**src/hw/rtl/i2r_pkg.sv**
```systemverilog
// shared types, constants and digit-pattern functions for the roman numeral encoder
// used by i2r_split, i2r_emit and integer_to_roman_numeral; no dependencies
package i2r_pkg;

   localparam int unsigned VALUE_W  = 12;
   localparam int unsigned CHAR_W   = 7;
   localparam int unsigned DIGIT_W  = 4;
   localparam int unsigned PLACES   = 4;
   localparam int unsigned REQ_TDATA_W = 16;
   localparam int unsigned RSP_TDATA_W = 8;

   localparam logic [VALUE_W-1:0] ROMAN_MAX = 12'd3999;

   // reciprocal multipliers: r*41 >> 12 is r/100 for r < 1000, r*205 >> 11 is r/10 for r < 100
   localparam logic [5:0] RECIP_100 = 6'd41;
   localparam logic [7:0] RECIP_10  = 8'd205;

   localparam logic [CHAR_W-1:0] ASCII_NUL = 7'h00;
   localparam logic [CHAR_W-1:0] ASCII_M   = 7'h4D;
   localparam logic [CHAR_W-1:0] ASCII_D   = 7'h44;
   localparam logic [CHAR_W-1:0] ASCII_C   = 7'h43;
   localparam logic [CHAR_W-1:0] ASCII_L   = 7'h4C;
   localparam logic [CHAR_W-1:0] ASCII_X   = 7'h58;
   localparam logic [CHAR_W-1:0] ASCII_V   = 7'h56;
   localparam logic [CHAR_W-1:0] ASCII_I   = 7'h49;

   localparam logic [1:0] PLACE_ONES      = 2'd0;
   localparam logic [1:0] PLACE_TENS      = 2'd1;
   localparam logic [1:0] PLACE_HUNDREDS  = 2'd2;
   localparam logic [1:0] PLACE_THOUSANDS = 2'd3;

   typedef enum logic [1:0] {
      SYM_UNIT,
      SYM_FIVE,
      SYM_TEN
   } sym_type;

   // one decimal-split item, digit[3] is the thousands digit
   typedef struct packed {
      logic                            error;
      logic [PLACES-1:0][DIGIT_W-1:0]  digit;
   } item_type;

   // number of letters a digit is written with
   function automatic logic [2:0] shape_len(input logic [DIGIT_W-1:0] d);
      logic [2:0] n;
      unique case (d)
         4'd1, 4'd5:             n = 3'd1;
         4'd2, 4'd4, 4'd6, 4'd9: n = 3'd2;
         4'd3, 4'd7:             n = 3'd3;
         4'd8:                   n = 3'd4;
         default:                n = 3'd0;
      endcase
      return n;
   endfunction

   // symbol at letter position j of a digit pattern
   function automatic sym_type shape_sym(input logic [DIGIT_W-1:0] d, input logic [1:0] j);
      sym_type s;
      unique case (d)
         4'd4:                s = (j == 2'd0) ? SYM_UNIT : SYM_FIVE;
         4'd5:                s = SYM_FIVE;
         4'd6, 4'd7, 4'd8:    s = (j == 2'd0) ? SYM_FIVE : SYM_UNIT;
         4'd9:                s = (j == 2'd0) ? SYM_UNIT : SYM_TEN;
         default:             s = SYM_UNIT;
      endcase
      return s;
   endfunction

   // ascii letter for a symbol at a decimal place
   function automatic logic [CHAR_W-1:0] letter(input logic [1:0] place, input sym_type s);
      logic [CHAR_W-1:0] c;
      unique case (place)
         PLACE_THOUSANDS: c = ASCII_M;
         PLACE_HUNDREDS:  c = (s == SYM_UNIT) ? ASCII_C : ((s == SYM_FIVE) ? ASCII_D : ASCII_M);
         PLACE_TENS:      c = (s == SYM_UNIT) ? ASCII_X : ((s == SYM_FIVE) ? ASCII_L : ASCII_C);
         default:         c = (s == SYM_UNIT) ? ASCII_I : ((s == SYM_FIVE) ? ASCII_V : ASCII_X);
      endcase
      return c;
   endfunction

endpackage

```
**src/hw/rtl/i2r_split.sv**
```systemverilog
// five-stage pipeline that checks the range and splits a value into decimal digits
// depends on i2r_pkg
module i2r_split import i2r_pkg::*; (
   input  logic                clock,
   input  logic                reset,
   input  logic                in_valid,
   output logic                in_ready,
   input  logic [VALUE_W-1:0]  in_value,
   output logic                out_valid,
   input  logic                out_ready,
   output item_type            out_item
);

   // stage valids and load enables
   logic [4:0] vld_ff, vld_in;
   logic [4:0] ld;

   // stage 1: range check, thousands digit, remainder below 1000
   logic        s1_err_ff, s1_err_in;
   logic [1:0]  s1_th_ff, s1_th_in;
   logic [9:0]  s1_rem_ff, s1_rem_in;
   logic [11:0] th_base;

   // stage 2: reciprocal product for hundreds
   logic        s2_err_ff;
   logic [1:0]  s2_th_ff;
   logic [9:0]  s2_rem_ff;
   logic [15:0] s2_prod_ff, s2_prod_in;

   // stage 3: hundreds digit, remainder below 100
   logic        s3_err_ff;
   logic [1:0]  s3_th_ff;
   logic [3:0]  s3_hu_ff;
   logic [6:0]  s3_rem_ff, s3_rem_in;
   logic [10:0] hu_base;

   // stage 4: reciprocal product for tens
   logic        s4_err_ff;
   logic [1:0]  s4_th_ff;
   logic [3:0]  s4_hu_ff;
   logic [6:0]  s4_rem_ff;
   logic [14:0] s4_prod_ff, s4_prod_in;

   // stage 5: tens and ones digits
   item_type    s5_item_ff, s5_item_in;
   logic [3:0]  te_dig;
   logic [7:0]  te_base;

   assign ld[4]    = !vld_ff[4] || out_ready;
   assign ld[3]    = !vld_ff[3] || ld[4];
   assign ld[2]    = !vld_ff[2] || ld[3];
   assign ld[1]    = !vld_ff[1] || ld[2];
   assign ld[0]    = !vld_ff[0] || ld[1];
   assign in_ready = ld[0];

   always_comb begin
      vld_in[0] = ld[0] ? in_valid : vld_ff[0];
      for (int k = 1; k < 5; k++) begin
         vld_in[k] = ld[k] ? vld_ff[k-1] : vld_ff[k];
      end
   end

   always_comb begin
      s1_err_in = (in_value == '0) || (in_value > ROMAN_MAX);
      priority if (in_value >= 12'd3000) begin
         s1_th_in = 2'd3;
         th_base  = 12'd3000;
      end else if (in_value >= 12'd2000) begin
         s1_th_in = 2'd2;
         th_base  = 12'd2000;
      end else if (in_value >= 12'd1000) begin
         s1_th_in = 2'd1;
         th_base  = 12'd1000;
      end else begin
         s1_th_in = 2'd0;
         th_base  = 12'd0;
      end
      s1_rem_in = s1_err_in ? 10'd0 : 10'(in_value - th_base);
   end

   assign s2_prod_in = 16'(s1_rem_ff) * 16'(RECIP_100);

   assign hu_base   = 11'(s2_prod_ff[15:12]) * 11'd100;
   assign s3_rem_in = 7'(11'(s2_rem_ff) - hu_base);

   assign s4_prod_in = 15'(s3_rem_ff) * 15'(RECIP_10);

   always_comb begin
      te_dig                = s4_prod_ff[14:11];
      te_base               = 8'(te_dig) * 8'd10;
      s5_item_in.error      = s4_err_ff;
      s5_item_in.digit[PLACE_THOUSANDS] = {2'b00, s4_th_ff};
      s5_item_in.digit[PLACE_HUNDREDS]  = s4_hu_ff;
      s5_item_in.digit[PLACE_TENS]      = te_dig;
      s5_item_in.digit[PLACE_ONES]      = 4'(8'(s4_rem_ff) - te_base);
   end

   always_ff @(posedge clock) begin
      if (reset) begin
         vld_ff <= '0;
      end else begin
         vld_ff <= vld_in;
      end
   end

   always_ff @(posedge clock) begin
      if (ld[0]) begin
         s1_err_ff <= s1_err_in;
         s1_th_ff  <= s1_th_in;
         s1_rem_ff <= s1_rem_in;
      end
      if (ld[1]) begin
         s2_err_ff  <= s1_err_ff;
         s2_th_ff   <= s1_th_ff;
         s2_rem_ff  <= s1_rem_ff;
         s2_prod_ff <= s2_prod_in;
      end
      if (ld[2]) begin
         s3_err_ff <= s2_err_ff;
         s3_th_ff  <= s2_th_ff;
         s3_hu_ff  <= s2_prod_ff[15:12];
         s3_rem_ff <= s3_rem_in;
      end
      if (ld[3]) begin
         s4_err_ff  <= s3_err_ff;
         s4_th_ff   <= s3_th_ff;
         s4_hu_ff   <= s3_hu_ff;
         s4_rem_ff  <= s3_rem_ff;
         s4_prod_ff <= s4_prod_in;
      end
      if (ld[4]) begin
         s5_item_ff <= s5_item_in;
      end
   end

   assign out_valid = vld_ff[4];
   assign out_item  = s5_item_ff;

endmodule

```
**src/hw/rtl/i2r_emit.sv**
```systemverilog
// letter emitter: walks the digit patterns of one item, one letter per transaction
// depends on i2r_pkg
module i2r_emit import i2r_pkg::*; (
   input  logic                clock,
   input  logic                reset,
   input  logic                in_valid,
   output logic                in_ready,
   input  item_type            in_item,
   output logic                out_valid,
   input  logic                out_ready,
   output logic [CHAR_W-1:0]   out_char,
   output logic                out_last,
   output logic                out_error
);

   typedef struct packed {
      logic       found;
      logic [1:0] place;
   } srch_type;

   // highest place below limit whose digit is non-zero
   function automatic srch_type first_nz(input logic [PLACES-1:0][DIGIT_W-1:0] d,
                                         input logic [2:0] limit);
      srch_type r;
      r = '0;
      for (int p = 0; p < PLACES; p++) begin
         if ((3'(p) < limit) && (d[p] != '0)) begin
            r.found = 1'b1;
            r.place = 2'(p);
         end
      end
      return r;
   endfunction

   logic        valid_ff, valid_in;
   item_type    item_ff, item_in;
   logic [1:0]  place_ff, place_in;
   logic [1:0]  pos_ff, pos_in;

   logic [DIGIT_W-1:0] cur_digit;
   logic [2:0]         cur_len;
   logic               more;
   srch_type           nxt;
   srch_type           start;
   logic               load;
   logic               advance;

   always_comb begin
      cur_digit = item_ff.digit[place_ff];
      cur_len   = shape_len(cur_digit);
      more      = (3'({1'b0, pos_ff}) + 3'd1) < cur_len;
      nxt       = first_nz(item_ff.digit, {1'b0, place_ff});
      start     = first_nz(in_item.digit, 3'd4);
   end

   assign out_valid = valid_ff;
   assign out_error = item_ff.error;
   assign out_last  = item_ff.error || (!more && !nxt.found);
   assign out_char  = item_ff.error ? ASCII_NUL
                                    : letter(place_ff, shape_sym(cur_digit, pos_ff));

   assign advance  = valid_ff && out_ready;
   assign in_ready = !valid_ff || (out_ready && out_last);
   assign load     = in_valid && in_ready;

   always_comb begin
      valid_in = valid_ff;
      item_in  = item_ff;
      place_in = place_ff;
      pos_in   = pos_ff;
      if (load) begin
         valid_in = 1'b1;
         item_in  = in_item;
         place_in = start.place;
         pos_in   = 2'd0;
      end else if (advance) begin
         if (out_last) begin
            valid_in = 1'b0;
         end else if (more) begin
            pos_in = pos_ff + 2'd1;
         end else begin
            place_in = nxt.place;
            pos_in   = 2'd0;
         end
      end
   end

   always_ff @(posedge clock) begin
      if (reset) begin
         valid_ff <= 1'b0;
      end else begin
         valid_ff <= valid_in;
      end
   end

   always_ff @(posedge clock) begin
      item_ff  <= item_in;
      place_ff <= place_in;
      pos_ff   <= pos_in;
   end

endmodule

```
**src/hw/rtl/integer_to_roman_numeral.sv**
```systemverilog
// roman numeral encoder: a request passes the five split stages and the emitter register
// before its first letter shows; throughput: one letter per cycle while rsp_tready is high
// an item holds the emitter for its 1 to 15 letters, or a single null for a bad value
// the five-stage digit split holds up to five transactions while the emitter is busy
// reset is synchronous and active high; it empties all pipeline stages and the emitter
// depends on i2r_pkg, i2r_split and i2r_emit
module integer_to_roman_numeral import i2r_pkg::*; (
   input  logic                    clock,
   input  logic                    reset,
   // request channel
   input  logic                    req_tvalid,
   output logic                    req_tready,
   input  logic [REQ_TDATA_W-1:0]  req_tdata,   // [11:0] value, [15:12] zero
   // response channel, one letter per transaction
   output logic                    rsp_tvalid,
   input  logic                    rsp_tready,
   output logic [RSP_TDATA_W-1:0]  rsp_tdata,   // [6:0] character, [7] zero
   output logic                    rsp_tlast,   // final letter of the numeral
   output logic                    rsp_tuser    // [0] error: value zero or above 3999
);

   // digit split to emitter hand-off
   logic               split_valid;
   logic               split_ready;
   item_type           split_item;
   logic [CHAR_W-1:0]  rsp_char;

   // range check and decimal split, one register stage per dependent step
   i2r_split u_split (
      .clock     (clock),
      .reset     (reset),
      .in_valid  (req_tvalid),
      .in_ready  (req_tready),
      .in_value  (req_tdata[VALUE_W-1:0]),
      .out_valid (split_valid),
      .out_ready (split_ready),
      .out_item  (split_item)
   );

   // letter emitter holds the item being spelt out and drives the response registers
   i2r_emit u_emit (
      .clock     (clock),
      .reset     (reset),
      .in_valid  (split_valid),
      .in_ready  (split_ready),
      .in_item   (split_item),
      .out_valid (rsp_tvalid),
      .out_ready (rsp_tready),
      .out_char  (rsp_char),
      .out_last  (rsp_tlast),
      .out_error (rsp_tuser)
   );

   assign rsp_tdata = {1'b0, rsp_char};

   // an error response is a single transaction carrying a null character
   a_err_single : assert property (@(posedge clock) disable iff (reset)
      (rsp_tvalid && rsp_tuser) |-> (rsp_tlast && (rsp_char == ASCII_NUL)))
      else $error("error response not a single null letter");

   // a valid numeral never emits a null character
   a_letter_nonzero : assert property (@(posedge clock) disable iff (reset)
      (rsp_tvalid && !rsp_tuser) |-> (rsp_char != ASCII_NUL))
      else $error("null character inside a numeral");

   // the emitter only takes a new item once the previous numeral has finished
   a_handoff : assert property (@(posedge clock) disable iff (reset)
      (split_ready && rsp_tvalid) |-> (rsp_tready && rsp_tlast))
      else $error("emitter reloaded mid numeral");

endmodule
```
**config.mk**
```make
export PLATFORM = sky130hd
export DESIGN_NAME = integer_to_roman_numeral
export DESIGN_NICKNAME = d
export VERILOG_FILES = /design/src/hw/rtl/i2r_pkg.sv /design/src/hw/rtl/i2r_split.sv /design/src/hw/rtl/i2r_emit.sv /design/src/hw/rtl/integer_to_roman_numeral.sv
export SDC_FILE = /design/constraint.sdc
export NUM_CORES = 1
export LEC_CHECK = 0
export BUFFER_PORTS_ARGS = -buffer_cell sky130_fd_sc_hd__buf_2
export CORE_AREA = 8 8 104 106
export DETAILED_ROUTE_END_ITERATION = 12
export DIE_AREA = 0 0 112 114
export GPL_TIMING_DRIVEN = 0
export PLACE_DENSITY = 0.84
export SYNTH_ARGS = -nofsm -noshare
export SYNTH_HDL_FRONTEND = slang
export SYNTH_HIERARCHICAL = 1
export SYNTH_SLANG_ARGS = --single-unit
export TNS_END_PERCENT = 20
```
**constraint.sdc**
```tcl
create_clock -name clock -period 8.85 [get_ports clock]
set_input_delay 0.885 -clock clock [delete_from_list [all_inputs] [get_ports clock]]
set_output_delay 0.885 -clock clock [all_outputs]
set_load 0.01 [all_outputs]
```
==> key figures <==
Status
  – Result of the run: complete, no violations

STA
  – Setup repair after global routing missed its margin: false
  – Number of pins exceeding their max-slew limit in the final report: 0
  – Worst-case clock skew: 0.00649 ns
  – Summed negative setup slack over all endpoints: 0 ns
  – Slew margin rel.: 0.420
  – Period Utilization, post-route: 0.586
  – Highest clock frequency the design can meet: slightly below 0.2 GHz
  – Slew at the pin with the worst max-slew slack: ~0.87 ns
  – Number of failing hold endpoints at the final stage: 0
  – Min Tclk post-route: 5.19 ns
  – Final setup violating endpoints: 0

CTS
  – Hold buffer count at CTS: 0
  – Maximum clock path buffer count: 2
  – CTS H-Tree Depth: 3
  – Clock tree from TritonCTS: yes
  – PostCTS Resize Cnt: 0
  – Number of sinks on the clock net: about 100
  – Clock-pin slew on the worst setup and hold paths: 0.09 ns
  – Insertion delay to the later sink of the worst-skew pair: 0.35 ns
  – Cts bufs inserted: 9
  – Buffer count from post-CTS setup fixing: 0
  – CTS root buf: clkbuf_8

Worst setup path
  – Launching instance or port of the critical path: u_emit/place_ff[0]$_DFFE_PP_
  – Critical path endpoint: req_tready
  – Slack of the worst reg-to-reg path: 4.81 ns
  – Top cell family by delay on the critical path: simple AND/OR/NAND/NOR gates
  – Required time reported for the critical path endpoint: 7.97 ns
  – Critical Path, Cell by Cell: buf_6 > mux4_2 > nor2_1 > nand2_1 > ha_1 > a21o_1 > nor4b_2 > o311a_1 > a21oi_2 > nor2b_1 > and3_1 > nand3_1 > buf_2
  – R2R depth: 12
  – Kind of start point of the critical path: register
  – Number of logic stages on the critical path including buffering: 13
  – Crit Path Max Fanout: 15
  – Buf/Inv on CP: 2
  – Reg-to-reg startpoint: u_emit/place_ff[0]$_DFFE_PP_
  – Kind of end point of the critical path: primary output
  – Arr. time, crit path: approximately 4.3 ns
  – CP peak stage delay: 0.58 ns
  – Setup Crit Path Kind: reg2out
  – CP max-delay cell: mux4_2
  – Endpoint of the lowest-slack register-to-register path: u_split/s1_rem_ff[8]$_SDFFCE_PP0P_

Yosys
  – Number of different library cells in the post-synthesis netlist: 66
  – Leading cell types by total area after synthesis: edfxtp_1, ha_1, fa_1
  – Syn avg cell area: 12.1 um^2
  – Cell type contributing the most total cell area after synthesis: edfxtp_1
  – Cell count after synthesis: 490
  – Primary flip-flop cell chosen by synthesis mapping: edfxtp_1
  – Leading post-synthesis cells by instance count: edfxtp_1, ha_1, inv_1
  – Asr flop ratio synth: 0
  – FF+latch count, synth: 98
  – Most frequently used cell type in the post-synthesis netlist: edfxtp_1
  – Seq/Total Area, Yosys: 0.482
  – Number of enable-type register cells in the synthesized netlist: 90
  – Post-synthesis instance area: 5940 um^2
  – Total number of yosys warnings: 6
  – Area share of the largest cell type after synthesis: 0.455

Global routing
  – Vias in the first global route: 3,738
  – Largest net degree at the start of global routing: 20
  – Tot GR Track Use: 0.160
  – Overflow after GRT: 0
  – Antenna violations before repair: 0
  – Global-route wire length before repair: 16,900 um

Routing
  – Via/cell ratio: 5.76
  – Total iterations of the first detailed-routing run: 4
  – Post-Route WL: 9660 um
  – Vias post-DR: ~3,700
  – Number of DRC markers after the initial detailed-route iteration: about 300
  – DRC errors left: 0
  – Post-route ant nets: 0
  – Routed len/inst: between 15 and 20 um

Job
  – Number of violations of the max-capacitance limit: 0

Layout
  – Total number of nets in the final design: 645
  – Diodes inserted: 0
  – Area Growth Syn to Fin: 7.62%
  – Fraction of layout instances using a drive strength above 1: 0.115
  – Fillcell total: between 600 and 700
  – Post-Layout Inst Area: 6400 um^2

Floorplanning
  – Row cnt: 35
  – Number of top-level pins: 32
  – Horiz. Die Dim: approximately 110 um
  – Starting density of the core: 0.652
  – Total die area: 12,800 um^2
  – Die Y-Extent: approximately 110 um
  – Area of the core: 9110 um^2

Placement
  – Placer Congestion: 0.873
  – Number of buffers added on ports: 25
  – Post-DP HPWL: 7840 um
  – Placed cell areas: 6210 um^2

Hold path
  – Hold Crit Class: reg2reg

Pwr
  – Static leakage power: 2.92 nW
  – Total power per unit cell area: 365 nW/um^2
  – VDD IR max: 0.000251 V
[routing by layer]
layer | vias to the layer above | GRT usage | part of all wire
li1 | 1865 | - | -
met1 | 1744 | 0.182 | 0.42
met2 | 84 | 0.292 | 0.53
met3 | 11 | 0.0380 | 0.037
met4 | 0 | 0.0504 | 0.011
met5 | - | 0 | 0
[cells in the final DEF (no fill, tap or decap), types with 4 or more instances in the layout]
cell       n
inv_1     68
ha_1      83
a21oi_1   21
edfxtp_1  90
nand3_1    8
buf_4      4
nor2b_1    5
dfxtp_1    8
xnor2_1   15
a31oi_1    8
nor2_1    29
o21ai_0    8
clkbuf_8   9
nor3_1     7
mux4_2     4
nand2_1   25
nor4_1     5
buf_2     26
conb_1     4
and3_1     4
fa_1      15
o21ai_1    5
a21o_1    12
[area by class of cell]
| type | instances | area, um^2 | share of cell area |
|---|---|---|---|
| flip-flops and latches | 98 | 2860 | 0.448 |
| multi-input cells | 318 | 2780 | 0.434 |
| inverters | 68 | 255 | 0.0399 |
| well taps | 111 | 139 | 0.0217 |
| repair buffers | 25 | 125 | 0.0196 |
| clock buffers | 9 | 124 | 0.0194 |
| clock inverters | 7 | 61.3 | 0.00959 |
| plain buffers | 7 | 50.0 | 0.00782 |
[per-stage QoR]
| step | setup slack (ns) | instances | hold WS (ns) | total power [W] | utilization |
|---|---|---|---|---|---|
| global placement | 4.12 | 627 | 0.401 | 0.00200 | 0.682 |
| detailed placement | 4.05 | 627 | 0.405 | 0.00208 | 0.682 |
| finish | 3.66 | 643 | 0.425 | 0.00234 | 0.702 |
| global route | 3.34 | 643 | 0.429 | 0.00258 | 0.702 |
| CTS | 3.63 | 643 | 0.427 | 0.00236 | 0.702 |
| floorplan | 4.76 | 491 | 0.400 | 0.00177 | - |
[where the power goes]
group	leakage (nW)	switching, W	internal [W]
Combinational	1.83	0.000732	0.000598
Sequential	1.00	0.0000649	0.000679
Clock	0.0936	0.000154	0.000108
Total	2.92	0.000951	0.00138
[worst min path at each step]
| stage | startpoint | to | slack [ns] | cells past startpoint |
|---|---|---|---|---|
| floorplan | u_split/out_item[0]$_DFFE_PP_ | u_emit/item_ff[0]$_DFFE_PP_ | 0.40 | 0 |
| global placement | u_split/s3_hu_ff[0]$_DFFE_PP_ | u_split/s4_hu_ff[0]$_DFFE_PP_ | 0.40 | 0 |
| detailed placement | u_split/out_item[1]$_DFFE_PP_ | u_emit/item_ff[1]$_DFFE_PP_ | 0.40 | 0 |
| CTS | u_split/s4_hu_ff[3]$_DFFE_PP_ | u_split/out_item[11]$_DFFE_PP_ | 0.43 | 0 |
| global route | u_split/out_item[16]$_DFFE_PP_ | u_emit/out_error$_DFFE_PP_ | 0.43 | 0 |
| finish | u_split/s4_hu_ff[3]$_DFFE_PP_ | u_split/out_item[11]$_DFFE_PP_ | 0.43 | 0 |
[registers in the layout, summed over array words and instances, names as in the netlist, 5 cells and up]
name,flops
u_emit/item_ff,16
u_split/out_item,15
u_split/s1_rem_ff,10
u_split/s2_rem_ff,7
u_split/s3_rem_ff,7
u_split/vld_ff,5
[cell families after synthesis]
kind of cell,synth area share
simple gates,0.0869
fa+ha+maj,0.225
flops,0.482
compound gates,0.108
buf+inv,0.0514
xor+xnor,0.0251
mux,0.0202
other cells,0.00189
Power figures use the tool's default switching activity.
